===== src/rtl/mcrc16_pkg.sv =====
`timescale 1ns / 1ps

package mcrc16_pkg;

   localparam logic [15:0] CRC_POLY     = 16'hA001;
   localparam logic [15:0] CRC_INIT     = 16'hFFFF;
   localparam logic [7:0]  CHAR_ZERO    = 8'h30;
   localparam logic [7:0]  CHAR_NINE    = 8'h39;
   localparam logic [7:0]  CHAR_UPPER_A = 8'h41;
   localparam logic [7:0]  CHAR_UPPER_F = 8'h46;
   localparam logic [7:0]  CHAR_LOWER_A = 8'h61;
   localparam logic [7:0]  CHAR_LOWER_F = 8'h66;
   localparam logic [3:0]  NIBBLE_TEN   = 4'd10;
   localparam int          BYTE_BITS    = 8;

   typedef struct packed {
      logic [15:0] crc;
      logic [3:0]  held_nibble;
      logic        second_digit;
      logic        error_seen;
   } state_type;

   localparam state_type STATE_INIT = '{
      crc:          CRC_INIT,
      held_nibble:  4'd0,
      second_digit: 1'b0,
      error_seen:   1'b0
   };

   function automatic logic [6:0] hex_char(input logic [3:0] nib);
      logic [6:0] digit_base;
      logic [6:0] letter_base;
      digit_base  = CHAR_ZERO[6:0];
      letter_base = CHAR_LOWER_A[6:0] - {3'd0, NIBBLE_TEN};
      if (nib < NIBBLE_TEN) begin
         return digit_base + {3'd0, nib};
      end else begin
         return letter_base + {3'd0, nib};
      end
   endfunction

endpackage


===== src/rtl/mcrc16_if.sv =====
`timescale 1ns / 1ps

interface mcrc16_req_if;
   logic       valid;
   logic       ready;
   logic [7:0] ascii_char;
   logic       last_char;

   modport source (output valid, output ascii_char, output last_char, input ready);
   modport sink   (input valid, input ascii_char, input last_char, output ready);
endinterface

interface mcrc16_rsp_if;
   logic        valid;
   logic        ready;
   logic [15:0] crc_value;
   logic [6:0]  text_char0;
   logic [6:0]  text_char1;
   logic [6:0]  text_char2;
   logic [6:0]  text_char3;
   logic        bad_digit;
   logic        odd_count;

   modport source (output valid, output crc_value, output text_char0, output text_char1,
                   output text_char2, output text_char3, output bad_digit,
                   output odd_count, input ready);
   modport sink   (input valid, input crc_value, input text_char0, input text_char1,
                   input text_char2, input text_char3, input bad_digit,
                   input odd_count, output ready);
endinterface


===== src/rtl/mcrc16_step.sv =====
`timescale 1ns / 1ps

module mcrc16_step (
   input  mcrc16_pkg::state_type state_cur,
   input  logic [7:0]            ascii_char,
   output mcrc16_pkg::state_type state_nxt
);

   logic [3:0]  nib;
   logic        digit_ok;
   logic [15:0] crc_work;

   always_comb begin
      digit_ok = 1'b1;
      if (ascii_char >= mcrc16_pkg::CHAR_ZERO && ascii_char <= mcrc16_pkg::CHAR_NINE) begin
         nib = ascii_char[3:0];
      end else if ((ascii_char >= mcrc16_pkg::CHAR_UPPER_A &&
                    ascii_char <= mcrc16_pkg::CHAR_UPPER_F) ||
                   (ascii_char >= mcrc16_pkg::CHAR_LOWER_A &&
                    ascii_char <= mcrc16_pkg::CHAR_LOWER_F)) begin
         nib = ascii_char[3:0] + 4'd9;
      end else begin
         nib      = 4'd0;
         digit_ok = 1'b0;
      end
   end

   always_comb begin
      crc_work = state_cur.crc ^ {8'd0, state_cur.held_nibble, nib};
      for (int b = 0; b < mcrc16_pkg::BYTE_BITS; b++) begin
         if (crc_work[0]) begin
            crc_work = (crc_work >> 1) ^ mcrc16_pkg::CRC_POLY;
         end else begin
            crc_work = crc_work >> 1;
         end
      end
   end

   always_comb begin
      state_nxt            = state_cur;
      state_nxt.error_seen = state_cur.error_seen | ~digit_ok;
      if (!state_cur.second_digit) begin
         state_nxt.held_nibble  = nib;
         state_nxt.second_digit = 1'b1;
      end else begin
         state_nxt.crc          = crc_work;
         state_nxt.held_nibble  = 4'd0;
         state_nxt.second_digit = 1'b0;
      end
   end

endmodule


===== src/rtl/modbus_crc16_hex_ascii.sv =====
`timescale 1ns / 1ps

// channel   dir  fields                                          transfer
// req_chan  in   ascii_char[7:0], last_char                      valid & ready
// rsp_chan  out  crc_value[15:0], text_char0..3[6:0],            valid & ready
//                bad_digit, odd_count
//
// One character per cycle unless req_chan stalls; the CRC byte update is one combinational pass.
// A result appears in the cycle after the character marked last is taken.
// Synchronous reset restores CRC 0xFFFF and clears pairing and error state.
// The result register holds while rsp_chan is stalled; req_chan stalls only
// when that register is full and not being taken.

module modbus_crc16_hex_ascii (
   input logic          clock,
   input logic          reset,
   mcrc16_req_if.sink   req_chan,
   mcrc16_rsp_if.source rsp_chan
);

   mcrc16_pkg::state_type state_ff, state_in, state_nxt;
   logic        rsp_valid_ff, rsp_valid_in;
   logic [15:0] crc_ff, crc_in;
   logic        bad_ff, bad_in;
   logic        odd_ff, odd_in;
   logic        req_fire;
   logic        rsp_fire;
   logic        emit;

   mcrc16_step u_step (
      .state_cur  (state_ff),
      .ascii_char (req_chan.ascii_char),
      .state_nxt  (state_nxt)
   );

   assign req_chan.ready = ~rsp_valid_ff | rsp_chan.ready;
   assign req_fire       = req_chan.valid & req_chan.ready;
   assign rsp_fire       = rsp_valid_ff & rsp_chan.ready;
   assign emit           = req_fire & req_chan.last_char;

   always_comb begin
      state_in = state_ff;
      if (req_fire) begin
         state_in = req_chan.last_char ? mcrc16_pkg::STATE_INIT : state_nxt;
      end
   end

   always_comb begin
      rsp_valid_in = rsp_valid_ff & ~rsp_fire;
      crc_in       = crc_ff;
      bad_in       = bad_ff;
      odd_in       = odd_ff;
      if (emit) begin
         rsp_valid_in = 1'b1;
         crc_in       = state_nxt.crc;
         bad_in       = state_nxt.error_seen;
         odd_in       = state_nxt.second_digit;
      end
   end

   always_ff @(posedge clock) begin
      if (reset) begin
         state_ff     <= mcrc16_pkg::STATE_INIT;
         rsp_valid_ff <= 1'b0;
      end else begin
         state_ff     <= state_in;
         rsp_valid_ff <= rsp_valid_in;
      end
   end

   always_ff @(posedge clock) begin
      crc_ff <= crc_in;
      bad_ff <= bad_in;
      odd_ff <= odd_in;
   end

   assign rsp_chan.valid      = rsp_valid_ff;
   assign rsp_chan.crc_value  = crc_ff;
   assign rsp_chan.text_char0 = mcrc16_pkg::hex_char(crc_ff[7:4]);
   assign rsp_chan.text_char1 = mcrc16_pkg::hex_char(crc_ff[3:0]);
   assign rsp_chan.text_char2 = mcrc16_pkg::hex_char(crc_ff[15:12]);
   assign rsp_chan.text_char3 = mcrc16_pkg::hex_char(crc_ff[11:8]);
   assign rsp_chan.bad_digit  = bad_ff;
   assign rsp_chan.odd_count  = odd_ff;

   a_emit_valid : assert property (@(posedge clock) disable iff (reset)
      emit |=> rsp_valid_ff)
      else $error("result not presented after last character");

   a_emit_clears : assert property (@(posedge clock) disable iff (reset)
      emit |=> state_ff == mcrc16_pkg::STATE_INIT)
      else $error("state not restored after message end");

   a_stall_cause : assert property (@(posedge clock) disable iff (reset)
      !req_chan.ready |-> rsp_valid_ff && !rsp_chan.ready)
      else $error("input stalled without a pending result");

   a_pairing : assert property (@(posedge clock) disable iff (reset)
      req_fire && !req_chan.last_char |=> state_ff.second_digit != $past(state_ff.second_digit))
      else $error("digit pairing did not advance");

endmodule


===== src/flat_wrapper.sv =====
// flat-port wrapper written by rule: the top's interface ports become plain ports
module modbus_crc16_hex_ascii_flat 
  (clock, reset, req_chan_valid, req_chan_ascii_char, req_chan_last_char, req_chan_ready, rsp_chan_valid, rsp_chan_crc_value, rsp_chan_text_char0, rsp_chan_text_char1, rsp_chan_text_char2, rsp_chan_text_char3, rsp_chan_bad_digit, rsp_chan_odd_count, rsp_chan_ready);
  mcrc16_req_if req_chan_i ();
  mcrc16_rsp_if rsp_chan_i ();
  input logic clock;
  input logic reset;
  input wire logic [$bits(req_chan_i.valid)-1:0] req_chan_valid;
  input wire logic [$bits(req_chan_i.ascii_char)-1:0] req_chan_ascii_char;
  input wire logic [$bits(req_chan_i.last_char)-1:0] req_chan_last_char;
  output wire logic [$bits(req_chan_i.ready)-1:0] req_chan_ready;
  output wire logic [$bits(rsp_chan_i.valid)-1:0] rsp_chan_valid;
  output wire logic [$bits(rsp_chan_i.crc_value)-1:0] rsp_chan_crc_value;
  output wire logic [$bits(rsp_chan_i.text_char0)-1:0] rsp_chan_text_char0;
  output wire logic [$bits(rsp_chan_i.text_char1)-1:0] rsp_chan_text_char1;
  output wire logic [$bits(rsp_chan_i.text_char2)-1:0] rsp_chan_text_char2;
  output wire logic [$bits(rsp_chan_i.text_char3)-1:0] rsp_chan_text_char3;
  output wire logic [$bits(rsp_chan_i.bad_digit)-1:0] rsp_chan_bad_digit;
  output wire logic [$bits(rsp_chan_i.odd_count)-1:0] rsp_chan_odd_count;
  input wire logic [$bits(rsp_chan_i.ready)-1:0] rsp_chan_ready;
  assign req_chan_i.valid = req_chan_valid;
  assign req_chan_i.ascii_char = req_chan_ascii_char;
  assign req_chan_i.last_char = req_chan_last_char;
  assign req_chan_ready = req_chan_i.ready;
  assign rsp_chan_valid = rsp_chan_i.valid;
  assign rsp_chan_crc_value = rsp_chan_i.crc_value;
  assign rsp_chan_text_char0 = rsp_chan_i.text_char0;
  assign rsp_chan_text_char1 = rsp_chan_i.text_char1;
  assign rsp_chan_text_char2 = rsp_chan_i.text_char2;
  assign rsp_chan_text_char3 = rsp_chan_i.text_char3;
  assign rsp_chan_bad_digit = rsp_chan_i.bad_digit;
  assign rsp_chan_odd_count = rsp_chan_i.odd_count;
  assign rsp_chan_i.ready = rsp_chan_ready;
  modbus_crc16_hex_ascii u_core (.clock(clock), .reset(reset), .req_chan(req_chan_i), .rsp_chan(rsp_chan_i));
endmodule

===== config.mk =====
export PLATFORM = sky130hd
export DESIGN_NAME = modbus_crc16_hex_ascii_flat
export DESIGN_NICKNAME = d
export VERILOG_FILES = /design/src/rtl/mcrc16_pkg.sv /design/src/rtl/mcrc16_if.sv /design/src/rtl/mcrc16_step.sv /design/src/rtl/modbus_crc16_hex_ascii.sv /design/src/flat_wrapper.sv
export SDC_FILE = /design/constraint.sdc
export NUM_CORES = 1
export LEC_CHECK = 0
export BUFFER_PORTS_ARGS = -buffer_cell sky130_fd_sc_hd__buf_2
export CAP_MARGIN = 15
export CORE_MARGIN = 2
export CORE_UTILIZATION = 30
export DETAILED_ROUTE_END_ITERATION = 8
export PLACE_DENSITY_LB_ADDON = 0.15
export SLEW_MARGIN = 10
export SYNTH_ARGS = -nofsm -noshare
export SYNTH_HDL_FRONTEND = slang
export SYNTH_SLANG_ARGS = --single-unit

===== constraint.sdc =====
create_clock -name clock -period 4.8 [get_ports clock]
set_clock_uncertainty 0.2 [all_clocks]
set_input_delay 0.96 -clock clock [delete_from_list [all_inputs] [get_ports clock]]
set_output_delay 0.96 -clock clock [all_outputs]
set_load 0.05 [all_outputs]

# --- Yosys cells after proc, flatten, opt, wreduce, memory -nomap -nowiden ---
# Index checks and enable logic that the tools add are counted.
classes:
  add_sub_neg: 9
  order_cmp: 10
  mux: 20
  bitwise: 18
  n_reduce_logical: 4
op_table:
  columns: ["operator", "n"]
  rows:
  - ["$mux W16", 9]
  - ["$add A6 B4 Y7 const A", 4]
  - ["$add A7 B4 Y7 const A", 4]
  - ["$mux W7", 4]
  - ["$not A2 Y3", 8]
  - ["$mux W22", 1]
  - ["$ge A8 B7 Y1 const B", 2]
  - ["$le A8 B7 Y1 const B", 2]
  - ["$lt A4 B4 Y1 const B", 4]
  - ["$xor A16 B8 Y16", 1]
  - ["$ge A8 B6 Y1 const B", 1]
  - ["$le A8 B6 Y1 const B", 1]
  - ["$mux W4", 2]
  - ["$mux W5", 1]
  - ["$add A4 B4 Y4 const B", 1]
  - ["$and A1 B1 Y1", 4]
  - ["$logic_and A1 B1 Y1", 3]
  - ["$mux W1", 3]
  - ["$not A1 Y1", 3]
  - ["$or A1 B1 Y1", 2]
  - ["$logic_or A1 B1 Y1", 1]
word_totals:
  register_bits: 41
  out_inout_bits: 48
  word_cells: 69

# --- Longest topological paths before layout ---
depth:
  depth_word: 24
  ltp_mapped: 10

# --- By module ---
# A second synthesis with hierarchy kept.
hier_totals:
  hier_cells: 263
  hier_area_um2: 2587.5
by_module_without_submodules:
  columns: ["module", "n_inst", "cells_each", "area_per_inst_um2", "seq_area_each_um2"]
  rows:
  - ["modbus_crc16_hex_ascii", 1, 181, 1883.1, 1001.0]
  - ["mcrc16_step", 1, 82, 704.4, 0.0]

# --- Worst setup path after synthesis ---
# OpenSTA, ideal clock, no wires.
synth_timing:
  kind: "input -> register"
  start: "input req_chan_ascii_char[1]"
  end: "register u_core.crc_ff[0], in the netlist u_core.rsp_chan.crc_value[0] (data pin)"
  setup_time_ps: 260
  arrival_time_ps: 3303
  path_slack_ps: 1037
  path_stages: 9
  path_buffers: 0
  cell_sequence: "inv_1 > ha_1 > nor3b_1 > nor2_1 > a32o_1 > xor2_1 > xnor3_2 > xnor3_1 > mux2_2"
synth_rtl:
  columns: ["item", "line_no", "source"]
  rows:
  - ["from (decl)", "flat_wrapper.sv:9", "input wire logic [$bits(req_chan_i.ascii_char)-1:0] req_chan_ascii_char;"]
  - ["to (signal assigned)", "modbus_crc16_hex_ascii.sv:72", "crc_ff <= crc_in;"]
  - ["to (decl)", "modbus_crc16_hex_ascii.sv:23", "logic [15:0] crc_ff, crc_in;"]

==> results by group <==
Timing
  – Pins Over Slew Limit: 0
  – RSZ-0062 raised after global routing: false
  – Fin Setup TNS: 0 ns
  – Slew HR: 0.448
  – Final WS setup: 0.929 ns
  – Pin slew with the least headroom to its limit: 0.828 ns
  – Min Tclk post-route: 3.87 ns
  – Tcrit/Tclk final: 0.806
  – Fin. Hold Viols: 0
  – Final setup violating endpoints: 0
  – Fmax: 258 MHz

Route
  – Vias post-DR: 1,940
  – # DRC: 0
  – Drt pass-1 iters: 4
  – Routed len/inst: 13.1 um
  – Antenna-violating nets left: 0
  – Via-to-Cell Ratio: 4.64
  – Post-Route WL: 5460 um
  – Drt initial violations: 76

Clocking
  – Insertion delay of the later-clocked pin in the worst-skew pair: 0.30 ns
  – Post_cts resized: 0
  – Hold Buf Count CTS: 0
  – Setup Buffers After CTS: 0
  – CTS sink cnt: 41
  – Max H-tree Level: 2
  – CTS root buf: clkbuf_8
  – Clock buffer depth: 2
  – CTS buffer count: 5
  – Clock Pin Slew Worst Setup and Hold Paths: 0.08 ns
  – CTS tree: done

Worst setup path
  – CP Max Fanout: 8
  – Critical Path Start Type: input pin
  – Crit path DAT: 3.73 ns
  – WS Path Type: in -> reg
  – CP required: 4.65 ns
  – Reg2reg path depth: 6
  – Crit end category: flip-flop

Placement
  – DP Wirelength: 4110 um
  – DP Area: 2790 sq um
  – RD Place Congestion: 0.813
  – # placed instances: 410
  – Setup Slack @ Placement: 0.634 ns
  – IO Port Bufs: 56

Synthesis
  – Top-count cell post-synth: nand2_1
  – Yosys reg bits: 41
  – Mapped Cells: 258
  – Synth warn: 0
  – Avg Inst Size Synth: 9.41 sq um
  – Synth area leader: edfxtp_1
  – Distinct cells, synth: 46
  – Sequential share of the synthesized area: 0.412
  – Fraction of the mapped netlist area in compound gates: 0.130
  – Multiplexer area fraction after synthesis: 0.0489
  – Adder-Cell Fraction of Synth Area: 0.0361
  – Async set-reset flop share out of synthesis: 0
  – Syn Std Cell Area: 2430 sq um
  – Post-synth EDFFs: 18
  – Main combinational cell family by area after synthesis: simple AND/OR/NAND/NOR gates
  – Top cell type's share of synthesized area: 0.223
  – Area contributors post-synth: edfxtp_1 (22%), dfxtp_1 (19%), nand2_1 (6.3%)
  – Post-synthesis xor/xnor area fraction: 0.121
  – Synth cell count leaders: nand2_1 (41), dfxtp_1 (23), nor2_1 (20)
  – Synth Area in Simple Gates: 0.193
  – Top_reg_cell synth: dfxtp_1

Job
  – Max Cap Viol: 0

Die
  – Initial Util: 0.313
  – Die height: 94.0 um
  – Rows: 32
  – Core area: 7770 sq um
  – IO Count: 61
  – Die area: 8830 sq um
  – Die X-Extent: 94.0 um

Global routing
  – Total grt overflow: 0
  – Vias in the first global route: 1,812
  – First-pass GRT wire length: 8800 um
  – Initial antenna violation count: 0
  – Largest net degree at the start of global routing: 21
  – Aggregate global-route resource usage: 0.128

Power and ir drop
  – Pleak: 1.28 nW
  – Worst vdd ir: 0.000164 V
  – Pwr/cell area: 343 nW/um^2
  – Total power: 1.00 mW

Cells and area
  – Nets: 335
  – Ant. Diodes: 0
  – Ratio of cells with drive above 1 in the final layout: 0.263
  – Synthesis-to-finish area growth: 20.6%
  – Filler cells: 818
  – Final Cell Area: 2930 sq um
  – Post-Layout Cell Count: 418

Worst hold path
  – Type of the most critical hold path: reg -> reg
  – Hold Path Stages: 2

Run status
  – Status: finished clean
## metrics by stage
| stage | hold slack (ns) | utilization |
|---|---|---|
| finish | 0.268 | 0.377 |
| global route | 0.310 | 0.377 |
| CTS | 0.275 | 0.377 |
| detailed placement | 0.263 | 0.359 |
| global placement | 0.260 | 0.359 |
| floorplan | 0.244 | - |
## flip-flops by register name, indices dropped and copies added, names as in the netlist
register and count:
u_core.rsp_chan.valid 1, u_core.rsp_chan.crc_value 16, u_core.rsp_chan.odd_count 1, u_core.state_ff 22, u_core.rsp_chan.bad_digit 1
## power breakdown
part           internal (mW)  switching (mW)  leakage (nW)  total [mW]
Sequential             0.384          0.0152         0.338       0.399
Clock                  0.210           0.132        0.0687       0.341
Combinational         0.0909           0.172         0.872       0.263
Total                  0.684           0.319          1.28        1.00
## kinds of logic (layout without fill, tap and decap cells)
group | count (synthesis) | in the layout
flip-flops | 41 | 41
other | 1 | 4
XOR/XNOR | 26 | 26
AO/OA/AOI/OAI | 45 | 45
buffers and inverters | 28 | 83
AND/OR/NAND/NOR | 99 | 99
multiplexers | 11 | 11
adder cells (fa/ha/maj) | 7 | 7
## layout make-up
type	count	area, sq um	share of cell area
timing repair buffer	59	303	0.103
multi-input combinational	192	1300	0.444
inverter	16	60.1	0.0205
clock buffer	5	68.8	0.0235
tap	102	128	0.0436
sequential	41	1000	0.342
clock inverter	3	68.8	0.0235
## path summary, 6_finish.rpt
path,end,slack [ns],start
worst min-delay path,u_core.state_ff[2],0.27,u_core.state_ff[2]
worst max register to register,u_core.rsp_chan.crc_value[0],2.15,u_core.state_ff[4]
worst min register to register,u_core.state_ff[2],0.27,u_core.state_ff[2]
worst max-delay path,u_core.rsp_chan.crc_value[0],0.93,req_chan_ascii_char[0]
## worst max-delay path: stages
cell and delay, ns:
buf_2 0.14, inv_1 0.08, ha_1 0.16, nor3b_1 0.50
nor2_1 0.09, a32o_1 0.27, xor2_1 0.29, xnor3_2 0.59
xnor3_1 0.38, mux2_2 0.27
## metal layers
| metal | part of all wire | global-route usage | up-vias |
|---|---|---|---|
| met2 | 0.44 | 0.202 | 55 |
| met4 | 0.017 | 0.0507 | 0 |
| met3 | 0.050 | 0.0273 | 10 |
| met1 | 0.49 | 0.170 | 875 |
| met5 | 0 | 0 | - |
| li1 | - | - | 1000 |
## cell usage in the layout, fill, tap and decap left out, types with 11 or more instances in the layout
cell	n
dfxtp_1	23
nand2_1	41
nor2_1	20
buf_2	56
xnor2_1	17
inv_1	16
nand3_1	11
a21oi_1	14
edfxtp_1	18
Note: power is estimated with default switching activity, not from simulation.
